`src/hdl/cpfm_pkg.sv`:
```
`timescale 1ns / 1ps
`default_nettype none

package cpfm_pkg;

  localparam int COUNTER_BITS_DEF = 16;

  localparam int CAP_W    = 16;
  localparam int TMO_W    = 16;
  localparam int DATA_W   = 32;
  localparam int CFG_IDX_W = 1;
  localparam int DIV_CNT_W = $clog2(DATA_W);

  localparam logic [TMO_W-1:0]  TIMEOUT_RESET = 16'd6408;
  localparam logic [DATA_W-1:0] CLOCK_RESET   = 32'd84000000;

  localparam logic [CFG_IDX_W-1:0] REG_TIMEOUT = 1'b0;
  localparam logic [CFG_IDX_W-1:0] REG_CLOCK   = 1'b1;

  localparam logic OP_CAPTURE  = 1'b0;
  localparam logic OP_OVERFLOW = 1'b1;

  localparam int STEP_W = 3;
  localparam logic [STEP_W-1:0] ST_WAIT      = 3'd0;
  localparam logic [STEP_W-1:0] ST_UPDATE    = 3'd1;
  localparam logic [STEP_W-1:0] ST_DIV_INIT  = 3'd2;
  localparam logic [STEP_W-1:0] ST_DIV_STEP  = 3'd3;
  localparam logic [STEP_W-1:0] ST_EMIT_WAIT = 3'd4;
  localparam logic [STEP_W-1:0] ST_EMIT      = 3'd5;

  typedef enum logic [2:0] {
    JC_NEVER,
    JC_ALWAYS,
    JC_NO_REQ,
    JC_PERIOD_ZERO,
    JC_DIV_MORE,
    JC_OUT_BUSY
  } jump_t;

  typedef struct packed {
    logic              take_req;
    logic              update;
    logic              div_init;
    logic              div_step;
    logic              load_out;
    jump_t             jump;
    logic [STEP_W-1:0] target;
  } ctrl_t;

  typedef struct packed {
    logic period_zero;
    logic div_more;
    logic out_busy;
  } status_t;

  function automatic ctrl_t ucode_word(input logic [STEP_W-1:0] step);
    ctrl_t w;
    w = '0;
    w.jump   = JC_NEVER;
    w.target = ST_WAIT;
    case (step)
      ST_WAIT: begin
        w.take_req = 1'b1;
        w.jump     = JC_NO_REQ;
        w.target   = ST_WAIT;
      end
      ST_UPDATE: begin
        w.update = 1'b1;
      end
      ST_DIV_INIT: begin
        w.div_init = 1'b1;
        w.jump     = JC_PERIOD_ZERO;
        w.target   = ST_EMIT_WAIT;
      end
      ST_DIV_STEP: begin
        w.div_step = 1'b1;
        w.jump     = JC_DIV_MORE;
        w.target   = ST_DIV_STEP;
      end
      ST_EMIT_WAIT: begin
        w.jump   = JC_OUT_BUSY;
        w.target = ST_EMIT_WAIT;
      end
      ST_EMIT: begin
        w.load_out = 1'b1;
        w.jump     = JC_ALWAYS;
        w.target   = ST_WAIT;
      end
      default: begin
        w.jump   = JC_ALWAYS;
        w.target = ST_WAIT;
      end
    endcase
    return w;
  endfunction

endpackage

`default_nettype wire

```
`src/hdl/cpfm_sequencer.sv`:
```
`timescale 1ns / 1ps
`default_nettype none

module cpfm_sequencer (
  input  wire logic            clk,
  input  wire logic            rst_n,
  input  wire logic            req_valid,
  input  wire cpfm_pkg::status_t status,
  output cpfm_pkg::ctrl_t      ctrl
);
  import cpfm_pkg::*;

  logic [STEP_W-1:0] pc_r;
  logic [STEP_W-1:0] pc_nxt;
  logic              taken;

  assign ctrl = ucode_word(pc_r);

  always_comb begin
    case (ctrl.jump)
      JC_NEVER:       taken = 1'b0;
      JC_ALWAYS:      taken = 1'b1;
      JC_NO_REQ:      taken = !req_valid;
      JC_PERIOD_ZERO: taken = status.period_zero;
      JC_DIV_MORE:    taken = status.div_more;
      JC_OUT_BUSY:    taken = status.out_busy;
      default:        taken = 1'b1;
    endcase
    pc_nxt = taken ? ctrl.target : pc_r + STEP_W'(1);
  end

  always_ff @(posedge clk) begin
    if (!rst_n) begin
      pc_r <= ST_WAIT;
    end else begin
      pc_r <= pc_nxt;
    end
  end

endmodule

`default_nettype wire

```
`src/hdl/cpfm_datapath.sv`:
```
`timescale 1ns / 1ps
`default_nettype none

module cpfm_datapath #(
  parameter int COUNTER_BITS = cpfm_pkg::COUNTER_BITS_DEF
) (
  input  wire logic                           clk,
  input  wire logic                           rst_n,
  input  wire cpfm_pkg::ctrl_t                ctrl,
  output cpfm_pkg::status_t                   status,
  input  wire logic                           req_valid,
  input  wire logic                           req_operation,
  input  wire logic [cpfm_pkg::CAP_W-1:0]     req_count,
  input  wire logic                           cfg_write_en,
  input  wire logic [cpfm_pkg::CFG_IDX_W-1:0] cfg_index,
  input  wire logic [cpfm_pkg::DATA_W-1:0]    cfg_wdata,
  output logic                                out_valid,
  input  wire logic                           out_ready,
  output logic [cpfm_pkg::DATA_W-1:0]         out_period_ticks,
  output logic [cpfm_pkg::DATA_W-1:0]         out_frequency_hz,
  output logic                                out_armed
);
  import cpfm_pkg::*;

  localparam logic [CAP_W-1:0] CAP_MASK =
    (COUNTER_BITS >= CAP_W) ? {CAP_W{1'b1}} : CAP_W'((1 << COUNTER_BITS) - 1);

  logic [TMO_W-1:0]     timeout_r;
  logic [DATA_W-1:0]    clock_r;
  logic                 op_r;
  logic [CAP_W-1:0]     cap_r;
  logic                 armed_r;
  logic [CAP_W-1:0]     last_r;
  logic [TMO_W-1:0]     ovf_r;
  logic [DATA_W-1:0]    period_r;
  logic [DATA_W-1:0]    rem_r;
  logic [DATA_W-1:0]    quo_r;
  logic [DIV_CNT_W-1:0] cnt_r;
  logic                 out_valid_r;
  logic [DATA_W-1:0]    out_period_r;
  logic [DATA_W-1:0]    out_freq_r;
  logic                 out_armed_r;

  logic [DATA_W-1:0]    wrap_term;
  logic [DATA_W-1:0]    new_period;
  logic [DATA_W:0]      shifted;
  logic [DATA_W+1:0]    trial;
  logic                 fits;

  always_comb begin
    if (COUNTER_BITS >= DATA_W) begin
      wrap_term = '0;
    end else begin
      wrap_term = {{(DATA_W-TMO_W){1'b0}}, ovf_r} << COUNTER_BITS;
    end
    new_period = {{(DATA_W-CAP_W){1'b0}}, cap_r} + wrap_term
               - {{(DATA_W-CAP_W){1'b0}}, last_r};
    shifted    = {rem_r, quo_r[DATA_W-1]};
    trial      = {1'b0, shifted} - {2'b00, period_r};
    fits       = !trial[DATA_W+1];
  end

  assign status.period_zero = (period_r == '0);
  assign status.div_more    = (cnt_r != {DIV_CNT_W{1'b1}});
  assign status.out_busy    = out_valid_r && !out_ready;

  always_ff @(posedge clk) begin
    if (!rst_n) begin
      timeout_r <= TIMEOUT_RESET;
      clock_r   <= CLOCK_RESET;
    end else if (cfg_write_en) begin
      case (cfg_index)
        REG_TIMEOUT: timeout_r <= cfg_wdata[TMO_W-1:0];
        REG_CLOCK:   clock_r   <= cfg_wdata;
        default:     ;
      endcase
    end
  end

  always_ff @(posedge clk) begin
    if (ctrl.take_req && req_valid) begin
      op_r  <= req_operation;
      cap_r <= req_count & CAP_MASK;
    end
  end

  always_ff @(posedge clk) begin
    if (!rst_n) begin
      armed_r  <= 1'b0;
      last_r   <= '0;
      ovf_r    <= '0;
      period_r <= '0;
    end else if (ctrl.update) begin
      if (op_r == OP_CAPTURE) begin
        if (armed_r) begin
          period_r <= new_period;
        end
        last_r  <= cap_r;
        ovf_r   <= '0;
        armed_r <= 1'b1;
      end else if (ovf_r < timeout_r) begin
        ovf_r <= ovf_r + TMO_W'(1);
      end else begin
        period_r <= '0;
        armed_r  <= 1'b0;
      end
    end
  end

  always_ff @(posedge clk) begin
    if (ctrl.div_init) begin
      rem_r <= '0;
      quo_r <= clock_r;
      cnt_r <= '0;
    end else if (ctrl.div_step) begin
      rem_r <= fits ? trial[DATA_W-1:0] : shifted[DATA_W-1:0];
      quo_r <= {quo_r[DATA_W-2:0], fits};
      cnt_r <= cnt_r + DIV_CNT_W'(1);
    end
  end

  always_ff @(posedge clk) begin
    if (!rst_n) begin
      out_valid_r <= 1'b0;
    end else if (ctrl.load_out) begin
      out_valid_r <= 1'b1;
    end else if (out_ready) begin
      out_valid_r <= 1'b0;
    end
  end

  always_ff @(posedge clk) begin
    if (ctrl.load_out) begin
      out_period_r <= period_r;
      out_freq_r   <= (period_r == '0) ? '0 : quo_r;
      out_armed_r  <= armed_r;
    end
  end

  assign out_valid        = out_valid_r;
  assign out_period_ticks = out_period_r;
  assign out_frequency_hz = out_freq_r;
  assign out_armed        = out_armed_r;

endmodule

`default_nettype wire

```
`src/hdl/capture_period_frequency_meter_core.sv`:
```
// Frequency meter fed by timer capture requests.
// Input channel (in_valid/in_ready): in_operation 0 carries a capture edge with
// in_captured_count, 1 reports a counter overflow. Each request gives exactly
// one result on the output channel (out_valid/out_ready): period in ticks,
// count_clock_hz divided by the period (0 for a zero period) and the armed flag.
// Config port: cfg_write_en with cfg_index 0 sets the timeout overflow count,
// index 1 the counter clock rate; write only while no request is in flight.
// A small microcode program steps a datapath with a radix-2 restoring divider
// that retires one quotient bit per cycle. The program steps through wait,
// update, divider init, 32 divider iterations (skipped for a zero period),
// emit wait and emit, and takes no new request until the result has been
// loaded. An output register holds the result; while the receiver stalls,
// the program waits before loading the next result.
// Reset (rst_n low, synchronous) disarms the meter, clears the period and
// overflow count, and restores timeout 6408 and clock 84000000.
`timescale 1ns / 1ps
`default_nettype none

module capture_period_frequency_meter_core #(
  parameter int COUNTER_BITS = cpfm_pkg::COUNTER_BITS_DEF
) (
  input  wire logic                           clk,
  input  wire logic                           rst_n,
  input  wire logic                           in_valid,
  output logic                                in_ready,
  input  wire logic                           in_operation,
  input  wire logic [cpfm_pkg::CAP_W-1:0]     in_captured_count,
  output logic                                out_valid,
  input  wire logic                           out_ready,
  output logic [cpfm_pkg::DATA_W-1:0]         out_period_ticks,
  output logic [cpfm_pkg::DATA_W-1:0]         out_frequency_hz,
  output logic                                out_armed,
  input  wire logic                           cfg_write_en,
  input  wire logic [cpfm_pkg::CFG_IDX_W-1:0] cfg_index,
  input  wire logic [cpfm_pkg::DATA_W-1:0]    cfg_wdata
);
  import cpfm_pkg::*;

  ctrl_t   ctrl;
  status_t status;

  assign in_ready = ctrl.take_req;

  cpfm_sequencer u_seq (
    .clk       (clk),
    .rst_n     (rst_n),
    .req_valid (in_valid),
    .status    (status),
    .ctrl      (ctrl)
  );

  cpfm_datapath #(
    .COUNTER_BITS (COUNTER_BITS)
  ) u_dp (
    .clk              (clk),
    .rst_n            (rst_n),
    .ctrl             (ctrl),
    .status           (status),
    .req_valid        (in_valid),
    .req_operation    (in_operation),
    .req_count        (in_captured_count),
    .cfg_write_en     (cfg_write_en),
    .cfg_index        (cfg_index),
    .cfg_wdata        (cfg_wdata),
    .out_valid        (out_valid),
    .out_ready        (out_ready),
    .out_period_ticks (out_period_ticks),
    .out_frequency_hz (out_frequency_hz),
    .out_armed        (out_armed)
  );

endmodule

`default_nettype wire

```
`config.mk`:
```
export PLATFORM = sky130hd
export DESIGN_NAME = capture_period_frequency_meter_core
export DESIGN_NICKNAME = d
export VERILOG_FILES = /design/src/hdl/cpfm_pkg.sv /design/src/hdl/cpfm_sequencer.sv /design/src/hdl/cpfm_datapath.sv /design/src/hdl/capture_period_frequency_meter_core.sv
export SDC_FILE = /design/constraint.sdc
export NUM_CORES = 1
export LEC_CHECK = 0
export ABC_AREA = 1
export BUFFER_PORTS_ARGS = -buffer_cell sky130_fd_sc_hd__buf_4
export CAP_MARGIN = 0
export CORE_MARGIN = 2
export CORE_UTILIZATION = 61
export DETAILED_ROUTE_END_ITERATION = 16
export PLACE_DENSITY = 0.81
export SLEW_MARGIN = 5
export SYNTH_ARGS = -nofsm -noshare
export SYNTH_HDL_FRONTEND = slang
export SYNTH_SLANG_ARGS = --single-unit
export TNS_END_PERCENT = 10
```
`constraint.sdc`:
```
create_clock -name clk -period 2.8 [get_ports clk]
set_input_delay 0.56 -clock clk [delete_from_list [all_inputs] [get_ports clk]]
set_output_delay 0.56 -clock clk [all_outputs]
set_load 0.02 [all_outputs]
```
### Yosys cells after proc, flatten, opt, wreduce, memory -nomap -nowiden

Cells that the tools add are included.

* register bits after elaboration: 268
* input port bits: 55

* order comparisons: 1
* bitwise logic cells: 2
* $add $sub $neg: 6
* mux-type cells: 20
* equality and inequality tests: 12
* reduce and logical (&&, ||, !) cells: 17

Operators with widths (number)
* $mux 32: 6
* $sub 33x32->34: 1
* $add 16x32->32: 1
* $logic_not 32->1: 1
* $mux 16: 2
* $sub 32x16->32: 1
* $pmux 6 s5: 1
* $add 16x1->16 const B: 1
* $lt 16x16->1: 1
* $eq 3x2->1 const B: 4
* $eq 3x3->1 const B: 4
* $reduce_and 2->1: 5
* $mux 1: 9
* $logic_not 3->1: 2
* $reduce_bool 2->1: 3
* $add 5x1->5 const B: 1
* $ne 5x5->1 const B: 1
* $pmux 1 s5: 1
* $ne 2x2->1 const B: 2
* $add 3x1->3 const B: 1
* $eq 3x1->1 const B: 1
* $logic_not 1->1: 3
* $mux 3: 1
* $reduce_and 3->1: 1
* other kinds (2): 4

### Depth between registers and ports, before layout

Gate-level depths: netlist of run 1.

* depth in word-level cells: 5
* mapped depth: 17
* mapped depth without buffers: 17

### Modules after synthesis

A second synthesis of run 1 with hierarchy kept.

* cells, all modules: 2083
* area, all modules: 15073.2 um^2

By module, submodules not included
* cpfm_datapath: area each 14660.3 um^2, times used 1, cells an instance 2019
* cpfm_sequencer: area each 412.9 um^2, times used 1, cells an instance 64

### Worst setup path before layout of run 1

OpenSTA, ideal clock, no wires.

* path type: register to register
* from: register u_seq.pc_r[1]
* to: register u_seq.pc_r[0]
* clock period less this slack: 2436 ps
* setup time: 132 ps
* setup slack: 364 ps
* buffers on the path: 0
* arrival time: 2304 ps
* stages on the path, launching flop included: 8
* cell sequence: dfxtp_1 inv_1 nor2_1 a21oi_1 nand2_1 nand4_1 nand2_1 a21oi_1

* cells in the longest elaborated chain, start to end: 5
* elaborated cells between the ends (all ways): 13
* classes of those cells: eq/ne (8); mux (3); reduce/logical (2)

RTL lines
* start, declared: line cpfm_sequencer.sv:13 `logic [STEP_W-1:0] pc_r;`
* start signal, assigned: line cpfm_sequencer.sv:36 `pc_r <= pc_nxt;`
* $eq 3x3->1 (tied with other cells): line cpfm_pkg.sv:61 `case (step)`
* $pmux 6 s5 (*): line cpfm_pkg.sv:61
* $eq 3x3->1 (tied with other cells): line cpfm_sequencer.sv:20 `case (ctrl.jump)`
* $pmux 1 s5: line cpfm_sequencer.sv:20
* $mux 3 (*): line cpfm_sequencer.sv:29 `pc_nxt = taken ? ctrl.target : pc_r + STEP_W'(1);`

Every way passes the cells marked *; elsewhere a longest branch is shown, timed or not.
A chain may end at the register's enable or synchronous reset.

### Final worst setup path of run 1

* from: register u_dp.cap_r[0]
* to: register u_dp.period_r[26]

* cells in the longest elaborated chain, start to end: 4

RTL lines
* start, declared: line cpfm_datapath.sv:31 `logic [CAP_W-1:0] cap_r;`
* start signal, assigned: line cpfm_datapath.sv:83 `cap_r <= req_count & CAP_MASK;`
* $add 16x32->32: line cpfm_datapath.sv:56 `new_period = {{(DATA_W-CAP_W){1'b0}}, cap_r} + wrap_term`
* $sub 32x16->32: line cpfm_datapath.sv:57 `- {{(DATA_W-CAP_W){1'b0}}, last_r};`
* $mux 32: line cpfm_datapath.sv:95 `if (armed_r) begin`
* $mux 32: line cpfm_datapath.sv:94 `if (op_r == OP_CAPTURE) begin`
* end signal, assigned: line cpfm_datapath.sv:96 `period_r <= new_period;`
* end, declared: line cpfm_datapath.sv:35 `logic [DATA_W-1:0] period_r;`

No other way between the ends. The select of a mux whose other input is x is not followed.

==> results of run 1 <==
[worst max path at each step]
stage,endpoint,start,slack [ns],depth (start not counted)
finish,u_dp.period_r[26],u_dp.cap_r[0],0.32,17
global placement,u_dp.period_r[26],u_dp.cap_r[0],0.37,17
global route,u_dp.rem_r[17],u_dp.period_r[4],0.09,15
floorplan,u_seq.pc_r[0],u_seq.pc_r[1],0.36,7
detailed placement,u_dp.period_r[26],u_dp.cap_r[0],0.36,17
CTS,u_dp.period_r[26],u_dp.cap_r[0],0.35,17
[layout by cell type (no fill, tap or decap), types with 72 or more instances in the layout]
cell type | synthesis | final
nand2_1 | 585 | 585
inv_1 | 307 | 305
nor2_1 | 277 | 275
dfxtp_1 | 154 | 154
buf_4 | 6 | 146
a21oi_1 | 139 | 139
nand3_1 | 122 | 122
edfxtp_1 | 114 | 114
o21ai_0 | 102 | 102
ha_1 | 72 | 72
[state kept, by name, indices dropped and copies added (netlist names)]
register	count
u_dp.clock_r	32
u_dp.out_frequency_hz	32
u_dp.out_period_ticks	32
u_dp.period_r	32
u_dp.quo_r	32
u_dp.rem_r	32
u_dp.cap_r	16
u_dp.last_r	16
u_dp.ovf_r	16
u_dp.timeout_r	16
u_dp.cnt_r	5
u_seq.pc_r	3
u_dp.armed_r	1
u_dp.op_r	1
u_dp.out_armed	1
u_dp.out_valid	1
[per-stage QoR]
step | area (um^2) | total power, mW | cells | worst slack (ns) | hold slack (ns)
4_1_cts | 17400 | 21.3 | 2569 | 0.347 | 0.159
2_1_floorplan | 15200 | 14.7 | 2111 | 0.364 | 0.408
3_3_place_gp | 16400 | 17.2 | 2517 | 0.370 | 0.411
3_5_place_dp | 16400 | 17.3 | 2517 | 0.356 | 0.413
5_1_grt | 17400 | 23.3 | 2569 | 0.0883 | 0.155
6_report | 17400 | 21.4 | 2569 | 0.319 | 0.167
[per-layer routing]
layer	up-vias	global-route usage (%)	wire (um)
met5	-	0	0
met4	0	9.90	1330
met3	90	3.75	2900
met2	483	51.7	19100
met1	6397	42.1	17400
li1	6949	-	-
[cells by family (layout without fill, tap and decap cells)]
| logic type | after synthesis | after routing | share of synthesized area (%) |
|---|---|---|---|
| and+or+nand+nor | 1099 | 1099 | 30.6 |
| buffers and inverters | 384 | 518 | 10.1 |
| xor gates and xnor gates | 24 | 24 | 1.38 |
| DFF | 268 | 268 | 42.8 |
| AOI/OAI and AO/OA | 262 | 262 | 8.97 |
| adders and majority gates | 74 | 74 | 6.19 |
[synth_stat cells (3+ instances only)]
library cell and n:
o21ai_0 102, nand3_1 122, and2_1 4, nor2_2 3, nand2_1 585, clkinv_1 5, nor4_1 5, dfxtp_1 154
inv_1 307, buf_6 8, a31oi_1 3, edfxtp_1 114, nand3b_1 29, buf_2 11, o211ai_1 4, nand4_1 28
nand3_2 7, nand2_2 8, nor3_1 22, a21oi_2 3, inv_2 5, clkbuf_1 39, nor2_1 277, xor2_1 8
xnor2_1 16, o21bai_1 4, buf_1 3, ha_1 72, buf_4 6, a21oi_1 139
[worst max-delay path: stages, from the launching register on]
cell	delay (ns)
edfxtp_1	0.32
inv_1	0.05
ha_1	0.20
fa_1	0.36
inv_1	0.08
nand2_1	0.06
a21oi_1	0.31
nand2_1	0.09
nand2_1	0.16
nand2_1	0.07
nand2_1	0.13
nand2_1	0.09
nand2_1	0.07
nand2_1	0.04
nand2_1	0.08
nor2_1	0.06
nor2_1	0.15
nor2_1	0.05
[final cells by class]
class                   instances  area, um^2  area share (%)
clock buffers                  35         778            4.48
clock inverters                17         181            1.04
inverters                     317        1190            6.84
multi-input cells            1459        7170            41.2
flip-flops and latches        268        6510            37.4
well taps                     324         405            2.33
repair buffers                149        1160            6.65
[power by group]
part / internal (mW) / switching [mW]
Combinational: 3.98 / 8.31
Sequential: 4.90 / 0.316
Clock: 2.25 / 1.61
==> impl_metrics.yaml, run 1 <==
outcome:
  outcome: "complete, no violations"
grt:
  antenna_found_initial: 0
  grt_first_pass_wirelength_um: 65600
  grt_max_degree: 63
  grt_overflow: 0
  grt.total_usage_pct: 30.9
  grt_pass1_vias: 13257
die:
  die_h_um: 162
  ioPinCount: 122
  rows: 57
  core_um2: 24400
  initial_utilization_pct: 62.4
  fp.dieArea_um2: 26200
  chipWidth_um: 162
synthesis:
  ys.flop_type: "dfxtp_1"
  ys_types: 43
  synth_area_leaders: "edfxtp_1 23%, dfxtp_1 20%, nand2_1 14%"
  synth_top_area_cell: "edfxtp_1"
  ys_warn_count: 0
  yosys_register_bits: 268
  synthCells: 2111
  synth-edff-count: 114
  synth_nets: 2240
  synthArstFlopShare_pct: 0
  netlist.area_leader.share_pct: 22.5
  netlist_area_um2: 15200
  seq_area_frac_synth_pct: 42.8
  synth_area_per_cell_um2: 7.20
sta:
  tns_ns: 0
  min_period_ns: 2.48
  fin_skew_ns: 0.0319
  rsz0062_at_grt: "no"
  report.final.slew_viol_count: 0
  slew-limit-headroom_pct: 25.9
  final.period_utilization_pct: 88.6
  tightest_slew_ns: 1.11
  setup_viol: 0
  hold_violations: 0
  max_freq_mhz: 403
clock_network:
  clock-sinks: 268
  cts_tree: "done"
  path_clk_slew_ns: 0.07
  h-tree-depth: 1
  cts-root-buf: "clkbuf_16"
  clk_latency_ns: 0.56
  cts_buffers: 28
  clock_path_buffers: 3
  post_cts_buffers: 0
  holdBufCountCts: 0
  cts-resized-gates: 0
route:
  routed-via-count: 13919
  vias_per_cell: 5.42
  drc: 0
  wl_um: 40800
  postRouteAntennaNets: 0
  routedWlPerCell_um: 15.9
  dr.first_iter.drc_count: 1332
  firstDrtPassIters: 6
cells_and_area:
  diodes: 0
  fillCellCount: 2047
  nets: 2352
  drive_gt1_share_pct: 10.4
  final_util_pct: 71.3
  syn2layout_area_growth_pct: 14.3
run:
  max_cap_violations: 0
critical_path:
  crit_type: "reg2reg"
  cp-end-kind: "flip-flop"
  reg2reg_from: "u_dp.cap_r[0]"
  cp.arrival_ns: 2.92
  startpoint_type: "flip-flop"
  reg2reg_slack_ns: 0.32
  crit_fanout: 5
  rr_endpoint: "u_dp.period_r[26]"
  r2r_cells: 17
  critPathRequiredTime_ns: 3.24
min_path:
  worstHoldEndpoint: "u_dp.op_r"
  hold_path_depth: 1
  hold_start: "in_operation"
  hold_class: "in2reg"
placed_design:
  dp_hpwl_um: 30300
  gp_congestion: 0.988
  port_buffers: 121
power_and_ir_drop:
  power.leakage_nw: 8.39
  p_per_area_nw_per_um2: 1230
  vdd.ir_drop.worst_v: 0.00118
No activity file was read; power rests on OpenSTA's default activity.
==> run 2, diff against run 1 <==
BUFFER_PORTS_ARGS = not set   (was -buffer_cell sky130_fd_sc_hd__buf_4)
CORE_UTILIZATION = 62   (was 61)
DONT_BUFFER_PORTS = 1   (was not set)
PLACE_DENSITY = 0.78   (was 0.81)
==> impl_metrics.yaml, run 2 (synthesis gave the netlist of run 1 again) <==
sta:
  setup_viol: 0
  fin_skew_ns: 0.0221
  slew-limit-headroom_pct: 20.7
  tns_ns: 0
  max_freq_mhz: 384
  rsz0062_at_grt: "no"
  tightest_slew_ns: 1.18
  hold_violations: 0
  final.period_utilization_pct: 93.0
  min_period_ns: 2.60
  report.final.slew_viol_count: 0
grt:
  grt_max_degree: 99
  grt_first_pass_wirelength_um: 63800
  grt.total_usage_pct: 30.4
  grt_pass1_vias: 12582
  antenna_found_initial: 0
  grt_overflow: 0
cells_and_area:
  drive_gt1_share_pct: 5.51
  final_common_cell: "nand2_1"
  layout_common_cells: "585 x nand2_1, 305 x inv_1, 274 x nor2_1"
  nets: 2230
  final_util_pct: 68.2
  diodes: 0
  syn2layout_area_growth_pct: 8.43
route:
  firstDrtPassIters: 5
  vias_per_cell: 5.45
  dr.first_iter.drc_count: 1113
  routedWlPerCell_um: 16.0
  routed-via-count: 13348
  postRouteAntennaNets: 0
  drc: 0
  wl_um: 39200
clock_network:
  cts-root-buf: "clkbuf_16"
  h-tree-depth: 1
  holdBufCountCts: 0
  cts_buffers: 28
  cts-resized-gates: 0
  clk_latency_ns: 0.57
  post_cts_buffers: 0
  path_clk_slew_ns: 0.07
  cts_tree: "done"
  clock_path_buffers: 3
  clock-sinks: 268
critical_path:
  r2r_cells: 13
  cp_common_cell: "nand2_1"
  critPathSlowestCell: "dfxtp_1"
  crit_type: "reg2reg"
  crit_path_cell_trace: "ha_1, inv_1, a21oi_1, o21bai_1, nand2_1, nand2_1, nand2_1, nand2_2, nand3_2, nand3_4, buf_4, nor2_1, nor2_1"
  critPathRequiredTime_ns: 3.25
  startpoint_type: "flip-flop"
  worst_path_largest_cell_delay_ns: 0.58
  cp.arrival_ns: 3.06
  crit_fanout: 42
  cp-end-kind: "flip-flop"
placed_design:
  port_buffers: 0
  gp_congestion: 0.981
  dp_hpwl_um: 29100
die:
  initial_utilization_pct: 62.9
  ioPinCount: 122
  rows: 57
  chipWidth_um: 161
  core_um2: 24200
  fp.dieArea_um2: 25800
  die_h_um: 161
power_and_ir_drop:
  p_per_area_nw_per_um2: 1290
  power.leakage_nw: 7.82
  vdd.ir_drop.worst_v: 0.00127
  power_mw: 21.2
min_path:
  hold_class: "in2reg"
  hold_path_depth: 0
outcome:
  outcome: "complete, no violations"
run:
  max_cap_violations: 0
[run 2: cell types whose count changed in the layout (fill, tap and decap cells not counted), sizes merged]
cell,previous run,this run
buf,149,27
clkbuf,35,37
bufinv,3,1
inv,313,315
clkinv,17,15
[run 2: per-layer routing]
metal	track usage [%]	up-vias	part of all wire [%]	routed length [um]
met5	0	-	0	0
li1	-	6714	-	-
met4	8.93	0	2.7	1070
met1	42.9	6169	46	18000
met3	3.41	68	5.5	2160
met2	49.7	397	46	18000
[run 2: stage by stage]
| step | area (um^2) | instances | hold WS (ns) | setup WS, ns |
|---|---|---|---|---|
| after floorplan | 15200 | 2111 | 0.408 | 0.364 |
| after global placement | 15500 | 2395 | 0.409 | 0.268 |
| after detailed placement | 15500 | 2395 | 0.413 | 0.266 |
| after CTS | 16500 | 2447 | 0.0737 | 0.253 |
| after global routing | 16500 | 2447 | 0.0611 | 0.0131 |
| final | 16500 | 2447 | 0.0801 | 0.196 |
[run 2: power by group]
group,switching [mW],leakage [nW],total [mW],internal (mW)
registers,0.360,2.31,5.26,4.90
logic,8.18,5.02,12.1,3.91
clock network,1.65,0.493,3.89,2.24
total,10.2,7.82,21.2,11.1
[run 2: area by class of cell]
type | count | area [um^2]
clock buffers | 37 | 847
repair buffers | 27 | 228
multi-input cells | 1459 | 7170
inverters | 317 | 1190
flip-flops and latches | 268 | 6510
well taps | 324 | 405
fillers | 2015 | 7690
clock inverters | 15 | 143
[run 2: final timing paths]
check                                       from                  endpoint  slack (ns)
worst max-delay path               u_dp.ovf_r[1]         u_dp.period_r[29]        0.20
worst min-delay path                in_operation                 u_dp.op_r        0.08
worst max register to register     u_dp.ovf_r[1]         u_dp.period_r[29]        0.20
worst min register to register  u_dp.period_r[2]  u_dp.out_period_ticks[2]        0.42
[run 2: critical path: cells and delay by family (launching register included)]
kind                       cells  cell delay, ns
adders and majority gates      1            0.21
and+or+nand+nor                8            1.10
AOI/OAI and AO/OA              2            0.18
buffers and inverters          2            0.40
DFF                            1            0.58
